File: config.mk
export PLATFORM = sky130hd
export DESIGN_NAME = idle_injection_duty_controller_top
export DESIGN_NICKNAME = d
export VERILOG_FILES = /design/src/design/idc_pkg.sv /design/src/design/idc_div.sv /design/src/design/idc_ctrl.sv /design/src/design/idle_injection_duty_controller_top.sv
export SDC_FILE = /design/constraint.sdc
export NUM_CORES = 2
export LEC_CHECK = 0
export BUFFER_PORTS_ARGS = -buffer_cell sky130_fd_sc_hd__buf_4
export CORE_MARGIN = 2
export CORE_UTILIZATION = 60
export CTS_CLUSTER_SIZE = 8
export DETAILED_ROUTE_END_ITERATION = 8
export PLACE_DENSITY = 0.89
export SETUP_SLACK_MARGIN = 0.1
export SLEW_MARGIN = 15
export SYNTH_ARGS = -nofsm -noshare
export SYNTH_HDL_FRONTEND = slang
export SYNTH_SLANG_ARGS = --single-unit
File: constraint.sdc
create_clock -name clock -period 14.5 [get_ports clock]
set_clock_uncertainty 0.1 [all_clocks]
set_input_delay 1.45 -clock clock [delete_from_list [all_inputs] [get_ports clock]]
set_output_delay 1.45 -clock clock [all_outputs]
set_load 0.01 [all_outputs]
File: src/design/idc_pkg.sv
// shared types and constants of the idle injection duty controller
package idc_pkg;

   localparam int LEVEL_W  = 7;
   localparam int IDLE_W   = 20;
   localparam int RUN_W    = 27;
   localparam int QW_LONG  = 27;
   localparam int QW_SHORT = 7;
   localparam int CNT_W    = 5;
   localparam int RSP_BITS = RUN_W + 4 + LEVEL_W;
   localparam int RSP_W    = ((RSP_BITS + 7) / 8) * 8;

   localparam logic [LEVEL_W-1:0] PCT_FULL   = 7'd100;
   localparam logic [IDLE_W-1:0]  IDLE_RESET = 20'd24000;
   localparam logic [LEVEL_W-1:0] HYST_RESET = 7'd5;

   // configuration register indexes
   localparam logic CSR_IDLE_TIME  = 1'b0;
   localparam logic CSR_HYSTERESIS = 1'b1;

   // item kinds
   localparam logic ACT_SET_LEVEL = 1'b0;
   localparam logic ACT_SAMPLE    = 1'b1;

   typedef enum logic [2:0] {
      ST_IDLE,
      ST_CHECK,
      ST_BUSY_WAIT,
      ST_DECIDE,
      ST_RUN_WAIT,
      ST_FINISH
   } ctrl_state_type;

   typedef enum logic [1:0] {
      DIV_IDLE,
      DIV_PRE1,
      DIV_PRE2,
      DIV_ITER
   } div_state_type;

   typedef struct packed {
      logic start;
      logic long_mode;
   } div_ctl_type;

   typedef struct packed {
      logic [LEVEL_W-1:0] effective_idle;
      logic               compensating;
      logic               stop_injection;
      logic               start_injection;
      logic               program_duration;
      logic [RUN_W-1:0]   run_us;
   } result_type;

endpackage

File: src/design/idc_div.sv
// shared scaled divider: floor(x * 100 / d) through one adder, one quotient bit a cycle
module idc_div import idc_pkg::*; #(
   parameter int COUNTER_BITS = 64
) (
   input  logic                    clock,
   input  logic                    reset,
   input  div_ctl_type             ctl,
   input  logic [COUNTER_BITS-1:0] x,
   input  logic [COUNTER_BITS-1:0] d,
   output logic                    done,
   output logic [QW_LONG-1:0]      quo
);

   localparam int RW = COUNTER_BITS + 7;

   div_state_type            state_ff, state_in;
   logic [RW-1:0]            rem_ff, rem_in;
   logic [RW-1:0]            dsh_ff, dsh_in;
   logic [COUNTER_BITS-1:0]  x_ff, x_in;
   logic [QW_LONG-1:0]       quo_ff, quo_in;
   logic [CNT_W-1:0]         cnt_ff, cnt_in;
   logic                     done_ff, done_in;
   logic [RW-1:0]            add_b;
   logic                     add_cin;
   logic [RW:0]              sum;

   // the one adder: pre-scale by 64 + 32 + 4, then trial subtracts
   always_comb begin
      add_b   = '0;
      add_cin = 1'b0;
      unique case (state_ff)
         DIV_PRE1: add_b = {2'b0, x_ff, 5'b0};
         DIV_PRE2: add_b = {5'b0, x_ff, 2'b0};
         DIV_ITER: begin
            add_b   = ~dsh_ff;
            add_cin = 1'b1;
         end
         default:  add_b = '0;
      endcase
      sum = {1'b0, rem_ff} + {1'b0, add_b} + {{RW{1'b0}}, add_cin};
   end

   always_comb begin
      state_in = state_ff;
      rem_in   = rem_ff;
      dsh_in   = dsh_ff;
      x_in     = x_ff;
      quo_in   = quo_ff;
      cnt_in   = cnt_ff;
      done_in  = 1'b0;
      unique case (state_ff)
         DIV_IDLE: begin
            if (ctl.start) begin
               x_in   = x;
               rem_in = {1'b0, x, 6'b0};
               quo_in = '0;
               if (ctl.long_mode) begin
                  dsh_in = RW'({7'b0, d} << (QW_LONG - 1));
                  cnt_in = CNT_W'(QW_LONG);
               end else begin
                  dsh_in = RW'({7'b0, d} << (QW_SHORT - 1));
                  cnt_in = CNT_W'(QW_SHORT);
               end
               state_in = DIV_PRE1;
            end
         end
         DIV_PRE1: begin
            rem_in   = sum[RW-1:0];
            state_in = DIV_PRE2;
         end
         DIV_PRE2: begin
            rem_in   = sum[RW-1:0];
            state_in = DIV_ITER;
         end
         DIV_ITER: begin
            // carry out means the remainder covers the shifted divisor
            if (sum[RW]) begin
               rem_in = sum[RW-1:0];
            end
            quo_in = {quo_ff[QW_LONG-2:0], sum[RW]};
            dsh_in = dsh_ff >> 1;
            cnt_in = cnt_ff - CNT_W'(1);
            if (cnt_ff == CNT_W'(1)) begin
               done_in  = 1'b1;
               state_in = DIV_IDLE;
            end
         end
         default: state_in = DIV_IDLE;
      endcase
   end

   always_ff @(posedge clock) begin
      if (reset) begin
         state_ff <= DIV_IDLE;
         done_ff  <= 1'b0;
      end else begin
         state_ff <= state_in;
         done_ff  <= done_in;
      end
   end

   always_ff @(posedge clock) begin
      rem_ff <= rem_in;
      dsh_ff <= dsh_in;
      x_ff   <= x_in;
      quo_ff <= quo_in;
      cnt_ff <= cnt_in;
   end

   assign done = done_ff;
   assign quo  = quo_ff;

endmodule

File: src/design/idc_ctrl.sv
// sequencer and controller state: level, sample history, compensation decision
module idc_ctrl import idc_pkg::*; #(
   parameter int COUNTER_BITS = 64
) (
   input  logic                    clock,
   input  logic                    reset,
   input  logic                    req_valid,
   output logic                    req_ready,
   input  logic                    action,
   input  logic [LEVEL_W-1:0]      new_level,
   input  logic [COUNTER_BITS-1:0] tsc_now,
   input  logic [COUNTER_BITS-1:0] mperf_now,
   input  logic [IDLE_W-1:0]       idle_time,
   input  logic [LEVEL_W-1:0]      hyst,
   input  logic                    out_free,
   output logic                    res_load,
   output result_type              res,
   output div_ctl_type             div_ctl,
   output logic [COUNTER_BITS-1:0] div_x,
   output logic [COUNTER_BITS-1:0] div_d,
   input  logic                    div_done,
   input  logic [QW_LONG-1:0]      div_quo
);

   ctrl_state_type           state_ff, state_in;
   logic [LEVEL_W-1:0]       level_ff, level_in;
   logic [RUN_W-1:0]         nominal_ff, nominal_in;
   logic                     comp_ff, comp_in;
   logic [COUNTER_BITS-1:0]  prev_tsc_ff, prev_tsc_in;
   logic [COUNTER_BITS-1:0]  prev_mperf_ff, prev_mperf_in;
   logic                     sv_ff, sv_in;
   logic [LEVEL_W-1:0]       held_ff, held_in;
   logic [COUNTER_BITS-1:0]  dt_ff, dt_in;
   logic [COUNTER_BITS-1:0]  dm_ff, dm_in;
   logic [LEVEL_W-1:0]       eff_ff, eff_in;
   logic [RUN_W-1:0]         run_ff, run_in;
   logic                     prog_ff, prog_in;
   logic                     start_ff, start_in;
   logic                     stop_ff, stop_in;
   logic                     nom_ff, nom_in;
   logic [LEVEL_W-1:0]       nl_sat;
   logic signed [LEVEL_W:0]  lim;

   always_comb begin
      nl_sat = (new_level > PCT_FULL) ? PCT_FULL : new_level;
      lim    = signed'({1'b0, level_ff}) - signed'({1'b0, hyst});

      state_in      = state_ff;
      level_in      = level_ff;
      nominal_in    = nominal_ff;
      comp_in       = comp_ff;
      prev_tsc_in   = prev_tsc_ff;
      prev_mperf_in = prev_mperf_ff;
      sv_in         = sv_ff;
      held_in       = held_ff;
      dt_in         = dt_ff;
      dm_in         = dm_ff;
      eff_in        = eff_ff;
      run_in        = run_ff;
      prog_in       = prog_ff;
      start_in      = start_ff;
      stop_in       = stop_ff;
      nom_in        = nom_ff;
      res_load      = 1'b0;
      div_ctl       = '0;
      div_x         = '0;
      div_d         = '0;

      unique case (state_ff)
         ST_IDLE: begin
            if (req_valid) begin
               run_in   = '0;
               prog_in  = 1'b0;
               start_in = 1'b0;
               stop_in  = 1'b0;
               if (action == ACT_SET_LEVEL) begin
                  level_in = nl_sat;
                  nom_in   = 1'b1;
                  if (level_ff == '0 && nl_sat != '0) begin
                     // leaving level zero drops the stored sample
                     start_in      = 1'b1;
                     sv_in         = 1'b0;
                     prev_tsc_in   = '0;
                     prev_mperf_in = '0;
                  end else if (level_ff != '0 && nl_sat == '0) begin
                     stop_in = 1'b1;
                  end
                  if (nl_sat != '0) begin
                     prog_in           = 1'b1;
                     div_ctl.start     = 1'b1;
                     div_ctl.long_mode = 1'b1;
                     div_x    = {{(COUNTER_BITS-IDLE_W){1'b0}}, idle_time};
                     div_d    = {{(COUNTER_BITS-LEVEL_W){1'b0}}, nl_sat};
                     state_in = ST_RUN_WAIT;
                  end else begin
                     state_in = ST_FINISH;
                  end
               end else begin
                  nom_in        = 1'b0;
                  dt_in         = tsc_now - prev_tsc_ff;
                  dm_in         = mperf_now - prev_mperf_ff;
                  prev_tsc_in   = tsc_now;
                  prev_mperf_in = mperf_now;
                  sv_in         = 1'b1;
                  state_in      = sv_ff ? ST_CHECK : ST_FINISH;
               end
            end
         end
         ST_CHECK: begin
            if (dt_ff == '0) begin
               state_in = ST_FINISH;
            end else if (dm_ff >= dt_ff) begin
               eff_in   = '0;
               state_in = ST_DECIDE;
            end else begin
               div_ctl.start = 1'b1;
               div_x         = dm_ff;
               div_d         = dt_ff;
               state_in      = ST_BUSY_WAIT;
            end
         end
         ST_BUSY_WAIT: begin
            if (div_done) begin
               eff_in   = PCT_FULL - div_quo[QW_SHORT-1:0];
               state_in = ST_DECIDE;
            end
         end
         ST_DECIDE: begin
            held_in = eff_ff;
            if (lim > signed'({1'b0, eff_ff})) begin
               comp_in = 1'b1;
               prog_in = 1'b1;
               if (eff_ff != '0) begin
                  div_ctl.start     = 1'b1;
                  div_ctl.long_mode = 1'b1;
                  div_x    = {{(COUNTER_BITS-IDLE_W){1'b0}}, idle_time};
                  div_d    = {{(COUNTER_BITS-LEVEL_W){1'b0}}, eff_ff};
                  state_in = ST_RUN_WAIT;
               end else begin
                  state_in = ST_FINISH;
               end
            end else if (comp_ff) begin
               // withdraw compensation
               run_in   = nominal_ff;
               prog_in  = 1'b1;
               comp_in  = 1'b0;
               state_in = ST_FINISH;
            end else begin
               state_in = ST_FINISH;
            end
         end
         ST_RUN_WAIT: begin
            if (div_done) begin
               run_in = div_quo - {{(RUN_W-IDLE_W){1'b0}}, idle_time};
               if (nom_ff) begin
                  nominal_in = run_in;
               end
               state_in = ST_FINISH;
            end
         end
         ST_FINISH: begin
            if (out_free) begin
               res_load = 1'b1;
               state_in = ST_IDLE;
            end
         end
         default: state_in = ST_IDLE;
      endcase
   end

   always_ff @(posedge clock) begin
      if (reset) begin
         state_ff      <= ST_IDLE;
         level_ff      <= '0;
         nominal_ff    <= '0;
         comp_ff       <= 1'b0;
         prev_tsc_ff   <= '0;
         prev_mperf_ff <= '0;
         sv_ff         <= 1'b0;
         held_ff       <= '0;
      end else begin
         state_ff      <= state_in;
         level_ff      <= level_in;
         nominal_ff    <= nominal_in;
         comp_ff       <= comp_in;
         prev_tsc_ff   <= prev_tsc_in;
         prev_mperf_ff <= prev_mperf_in;
         sv_ff         <= sv_in;
         held_ff       <= held_in;
      end
   end

   always_ff @(posedge clock) begin
      dt_ff    <= dt_in;
      dm_ff    <= dm_in;
      eff_ff   <= eff_in;
      run_ff   <= run_in;
      prog_ff  <= prog_in;
      start_ff <= start_in;
      stop_ff  <= stop_in;
      nom_ff   <= nom_in;
   end

   assign req_ready = (state_ff == ST_IDLE);

   always_comb begin
      res.run_us           = prog_ff ? run_ff : '0;
      res.program_duration = prog_ff;
      res.start_injection  = start_ff;
      res.stop_injection   = stop_ff;
      res.compensating     = comp_ff;
      res.effective_idle   = held_ff;
   end

`ifndef SYNTHESIS
   a_done_when_waiting : assert property (@(posedge clock) disable iff (reset)
      div_done |-> (state_ff == ST_BUSY_WAIT || state_ff == ST_RUN_WAIT))
      else $error("divider finished outside a wait state");
   a_accept_leaves_idle : assert property (@(posedge clock) disable iff (reset)
      (req_valid && req_ready) |=> !req_ready)
      else $error("still ready after taking a word");
   a_comp_from_decide : assert property (@(posedge clock) disable iff (reset)
      $rose(comp_ff) |-> $past(state_ff) == ST_DECIDE)
      else $error("compensation engaged outside the decision step");
   a_held_in_range : assert property (@(posedge clock) disable iff (reset)
      held_ff <= PCT_FULL)
      else $error("effective idle above full scale");
`endif

endmodule

File: src/design/idle_injection_duty_controller_top.sv
// top level: stream ports, configuration registers, result register
// a nonzero level word runs the divider once for its run time, a sample word up to twice, other words
//   not at all; a divider pass runs PRE1 and PRE2 pre-scale, 7 or 27 quotient bits, then done
// throughput: one word at a time, the next taken the cycle after its result is loaded, so a
//   stalled result holds back only the word after next
// reset: synchronous, active high; clears state and the output valid flag, loads 24000 us and 5 pct
module idle_injection_duty_controller_top import idc_pkg::*; #(
   parameter int COUNTER_BITS = 64
) (
   input  logic                     clock,
   input  logic                     reset,
   input  logic                     req_tvalid,
   output logic                     req_tready,
   // new_level [6:0], tsc_now, mperf_now, zero pad
   input  logic [((LEVEL_W + 2*COUNTER_BITS + 7) / 8) * 8 - 1:0] req_tdata,
   // action
   input  logic                     req_tuser,
   output logic                     rsp_tvalid,
   input  logic                     rsp_tready,
   // run_us, program_duration, start_injection, stop_injection, compensating,
   // effective_idle, zero pad
   output logic [RSP_W-1:0]         rsp_tdata,
   input  logic                     csr_we,
   input  logic                     csr_addr,
   input  logic [IDLE_W-1:0]        csr_wdata
);

   logic [IDLE_W-1:0]        idle_time_ff;
   logic [LEVEL_W-1:0]       hyst_ff;
   logic                     rsp_valid_ff;
   logic [RSP_W-1:0]         rsp_data_ff;
   logic                     out_free;
   logic                     res_load;
   result_type               res;
   div_ctl_type              div_ctl;
   logic [COUNTER_BITS-1:0]  div_x;
   logic [COUNTER_BITS-1:0]  div_d;
   logic                     div_done;
   logic [QW_LONG-1:0]       div_quo;

   // configuration registers, to be written only while idle; the block does not enforce this
   always_ff @(posedge clock) begin
      if (reset) begin
         idle_time_ff <= IDLE_RESET;
         hyst_ff      <= HYST_RESET;
      end else if (csr_we) begin
         unique case (csr_addr)
            CSR_IDLE_TIME:  idle_time_ff <= csr_wdata;
            CSR_HYSTERESIS: hyst_ff      <= csr_wdata[LEVEL_W-1:0];
            default:        idle_time_ff <= idle_time_ff;
         endcase
      end
   end

   // output register frees the sequencer while a result waits
   assign out_free = !rsp_valid_ff || rsp_tready;

   always_ff @(posedge clock) begin
      if (reset) begin
         rsp_valid_ff <= 1'b0;
      end else if (res_load) begin
         rsp_valid_ff <= 1'b1;
      end else if (rsp_tready) begin
         rsp_valid_ff <= 1'b0;
      end
   end

   always_ff @(posedge clock) begin
      if (res_load) begin
         rsp_data_ff <= {{(RSP_W-RSP_BITS){1'b0}}, res};
      end
   end

   assign rsp_tvalid = rsp_valid_ff;
   assign rsp_tdata  = rsp_data_ff;

   // sequencer with the controller state
   idc_ctrl #(
      .COUNTER_BITS (COUNTER_BITS)
   ) u_ctrl (
      .clock     (clock),
      .reset     (reset),
      .req_valid (req_tvalid),
      .req_ready (req_tready),
      .action    (req_tuser),
      .new_level (req_tdata[LEVEL_W-1:0]),
      .tsc_now   (req_tdata[LEVEL_W +: COUNTER_BITS]),
      .mperf_now (req_tdata[LEVEL_W + COUNTER_BITS +: COUNTER_BITS]),
      .idle_time (idle_time_ff),
      .hyst      (hyst_ff),
      .out_free  (out_free),
      .res_load  (res_load),
      .res       (res),
      .div_ctl   (div_ctl),
      .div_x     (div_x),
      .div_d     (div_d),
      .div_done  (div_done),
      .div_quo   (div_quo)
   );

   // shared divider for both run time and busy percentage
   idc_div #(
      .COUNTER_BITS (COUNTER_BITS)
   ) u_div (
      .clock (clock),
      .reset (reset),
      .ctl   (div_ctl),
      .x     (div_x),
      .d     (div_d),
      .done  (div_done),
      .quo   (div_quo)
   );

endmodule
==> results.json <==
{
  "status": "completed",
  "drcViolationCount": 0,
  "crit_chain": "ha_4 > clkinv_1 > buf_4 > o21ai_0 > a21oi_1 > nor2_1 > ha_1 > nand2_1 > or3_1 > o41ai_4 > a221oi_4 > o22a_1 > a41oi_2 > a41o_1 > nand4_1 > a21boi_0 > o31a_2 > buf_4",
  "tns_ns": 0,
  "drt-total-wl_um": 111000,
  "via_per_inst": 6.39,
  "rows": 94,
  "power.share.sequential_pct": 38.2,
  "fin_crit_sh_pct": 48.9,
  "cts_buffers": 91,
  "ant_nets": 0,
  "tightest_slew_ns": 1.19,
  "grt_pass1_vias": 32200,
  "antenna_found_initial": 2,
  "final_area_sq_um": 44500,
  "p_clk_share_pct": 27.0,
  "slew_headroom_pct": 20.9,
  "synth_cell_types": 96,
  "synth_top_area_share_pct": 33.4,
  "post-synth-top-area-cell": "edfxtp_1",
  "placed_area_sq_um": 41800,
  "async_flop_share_pct": 0,
  "drive_gt1_share_pct": 8.77,
  "synthTopCellsByArea": "edfxtp_1 (33%), dfxtp_1 (10%), ha_1 (9.5%)",
  "ys.flop_type": "edfxtp_1",
  "dr.pass1.iters": 8,
  "path_max_fanout": 73,
  "rsz0062_at_grt": "false",
  "syn_area_sq_um": 39800,
  "max_stage_delay_ns": 0.77,
  "clk_path_buf_depth": 3,
  "port-buffer-count": 201,
  "hold-worst-slack_ns": 0.334,
  "slew_violations": 0,
  "cp-start-kind": "flop",
  "fin_nets": 4862,
  "p_int_mw": 4.68,
  "multi_input_area_sq_um": 20500,
  "nFillCells": 4687,
  "crit_family": "compound AO/OA/AOI/OAI gates",
  "vias": 34000,
  "syn_avg_cell_area_sq_um": 9.27,
  "htreeDepth": 3,
  "grt_start_max_net_pins": 164,
  "crit_path_top_delay_cell": "ha_4",
  "die_y_um": 261,
  "ys_ff_latch": 647,
  "critPathKind": "flop to flop",
  "finalHoldViolations": 0,
  "dieWidth_um": 261,
  "grt_pass1_wl_um": 173000,
  "ctsResizeCount": 0,
  "start_util_pct": 60.6,
  "num_io_pins": 205,
  "worst-path-buf-inv": 3,
  "vdd_drop_max_mv": 0.136,
  "regArea_sq_um": 17400,
  "wl_per_cell_um": 20.9,
  "gp_congestion": 0.972,
  "switching_share_pct": 37.5,
  "drv_cap": 0,
  "clk_pin_slew_worst_paths_ns": 0.05,
  "dp.cells": 5162,
  "clk_latency_ns": 0.67,
  "drtIter0Drc": 4132,
  "yosysSeqAreaShare_pct": 43.7,
  "p_switching_mw": 2.81,
  "root_buffer": "clkbuf_16",
  "cts.sinks": 647,
  "yosysMostFrequentCell": "edfxtp_1",
  "die_area_sq_um": 68300,
  "cellPowerDensity_nw_per_um2": 168,
  "leakage_nw": 17.7,
  "crit_arrival_ns": 7.24,
  "synthTopCellsByCount": "edfxtp_1 (442), nand2_1 (420), nor2_1 (395), a21oi_1 (378), inv_1 (318)",
  "synth_edf_count": 442,
  "cts_hold_buffers": 0,
  "post_cts.repair.setup_buffers": 0,
  "syn2layout_area_growth_pct": 12.0,
  "grt_usage_pct": 31.9,
  "timing.fmax_mhz": 141,
  "ys_warn_count": 0,
  "place_hpwl_um": 78500,
  "hold_class": "flop to flop",
  "grt_overflow": 0,
  "period_minus_slack_ns": 7.08,
  "end_kind": "flop",
  "utilization_pct": 67.9,
  "crit_top_cell": "buf_4",
  "synthCells": 4288,
  "fin_cells": 5327,
  "required_ns": 14.66,
  "combPwrFrac_pct": 34.8,
  "core-area_sq_um": 65600,
  "cts_tree": "done",
  "setup_viol": 0
}
==> final timing paths <==
path | from | to | slack [ns] | depth (start not counted)
worst min register to register | u_ctrl.held_ff[2] | rsp_tdata[33] | 0.33 | 0
worst min-delay path | u_ctrl.held_ff[2] | rsp_tdata[33] | 0.33 | 0
worst max register to register | u_div.state_ff[0] | u_div.rem_ff[49] | 7.42 | 18
worst max-delay path | u_div.state_ff[0] | u_div.rem_ff[49] | 7.42 | 18
==> power by group through the flow <==
stage | sequential [mW] | clock (mW) | combinational, mW
2_1_floorplan | 2.81 | 0 | 1.90
3_3_place_gp | 2.84 | 0 | 2.42
3_5_place_dp | 2.86 | 0 | 2.50
4_1_cts | 2.84 | 2.03 | 2.54
5_1_grt | 2.89 | 2.11 | 2.84
6_report | 2.86 | 2.02 | 2.60
==> layout by cell type, fill, tap and decap left out, types with 12 or more instances in the layout <==
master     synthesis  routed
a22o_1            79      79
nor3_1            44      43
a211oi_1          29      29
o21bai_1          36      36
nand2_1          420     419
and3_1            72      71
o31a_1            13      12
a211o_1           15      15
a22oi_1          136     136
a31oi_1           24      24
a21oi_1          378     378
o21a_1            42      42
o31ai_1           21      21
nor4_1            28      28
nor2b_1           27      27
nand4_1           51      51
a21o_1           170     170
edfxtp_1         442     442
clkbuf_16          0      91
clkbuf_1         188      62
dfxtp_1          205     205
ha_1             302     297
nand2b_1          31      31
xor2_1            80      80
o21ai_0          258     258
a21boi_0          13      12
inv_1            318     317
and2_1            68      68
nand3_1           51      51
xnor2_1          138     138
buf_4              3     224
a221oi_1          12      12
nor2_1           395     390
==> final cells by class <==
cell class	instances	share of cell area (%)
clock inverter	8	0.452
inverter	318	2.68
timing repair buffer	226	3.85
antenna	3	0.0169
multi-input combinational	3107	45.9
sequential	647	39.0
clock buffer	154	5.67
tap	864	2.43
==> logic make-up (layout without fill, tap and decap cells) <==
family          Yosys count  after routing  share of synthesized area, %
buf+inv                 536            706                          5.13
other cells               1              6                       0.00943
mux                       7              7                         0.192
xor+xnor                218            218                          4.80
flops                   647            647                          43.7
fa+ha+maj               308            308                          9.81
simple gates           1237           1237                          14.3
compound gates         1334           1334                          22.1
==> sequential cells by signal (all words and copies together), names as in the netlist, 7 cells and up <==
name and count:
hyst_ff 7, idle_time_ff 20, rsp_tdata 38, u_ctrl.dm_ff 64, u_ctrl.dt_ff 64, u_ctrl.eff_ff 7
u_ctrl.held_ff 7, u_ctrl.level_ff 7, u_ctrl.nominal_ff 27, u_ctrl.prev_mperf_ff 64, u_ctrl.prev_tsc_ff 64, u_ctrl.run_ff 27
u_div.dsh_ff 71, u_div.quo 27, u_div.rem_ff 71, u_div.x_ff 64
==> layer usage <==
layer / vias to the layer above / part of all wire [%] / wire length, um / track usage, %
li1: 15700 / - / - / -
met5: - / 0 / 0 / 0
met1: 16200 / 39 / 43500 / 41.1
met2: 1825 / 46 / 51300 / 51.4
met3: 331 / 9.8 / 10900 / 6.34
met4: 0 / 4.9 / 5500 / 15.6
==> per-stage QoR <==
step	total power [mW]	setup WS, ns
final	7.49	7.42
after CTS	7.41	7.55
after floorplan	4.71	2.88
after detailed placement	5.36	7.64
after global routing	7.84	6.99
after global placement	5.26	7.77
(Power assumes the default switching activity.)
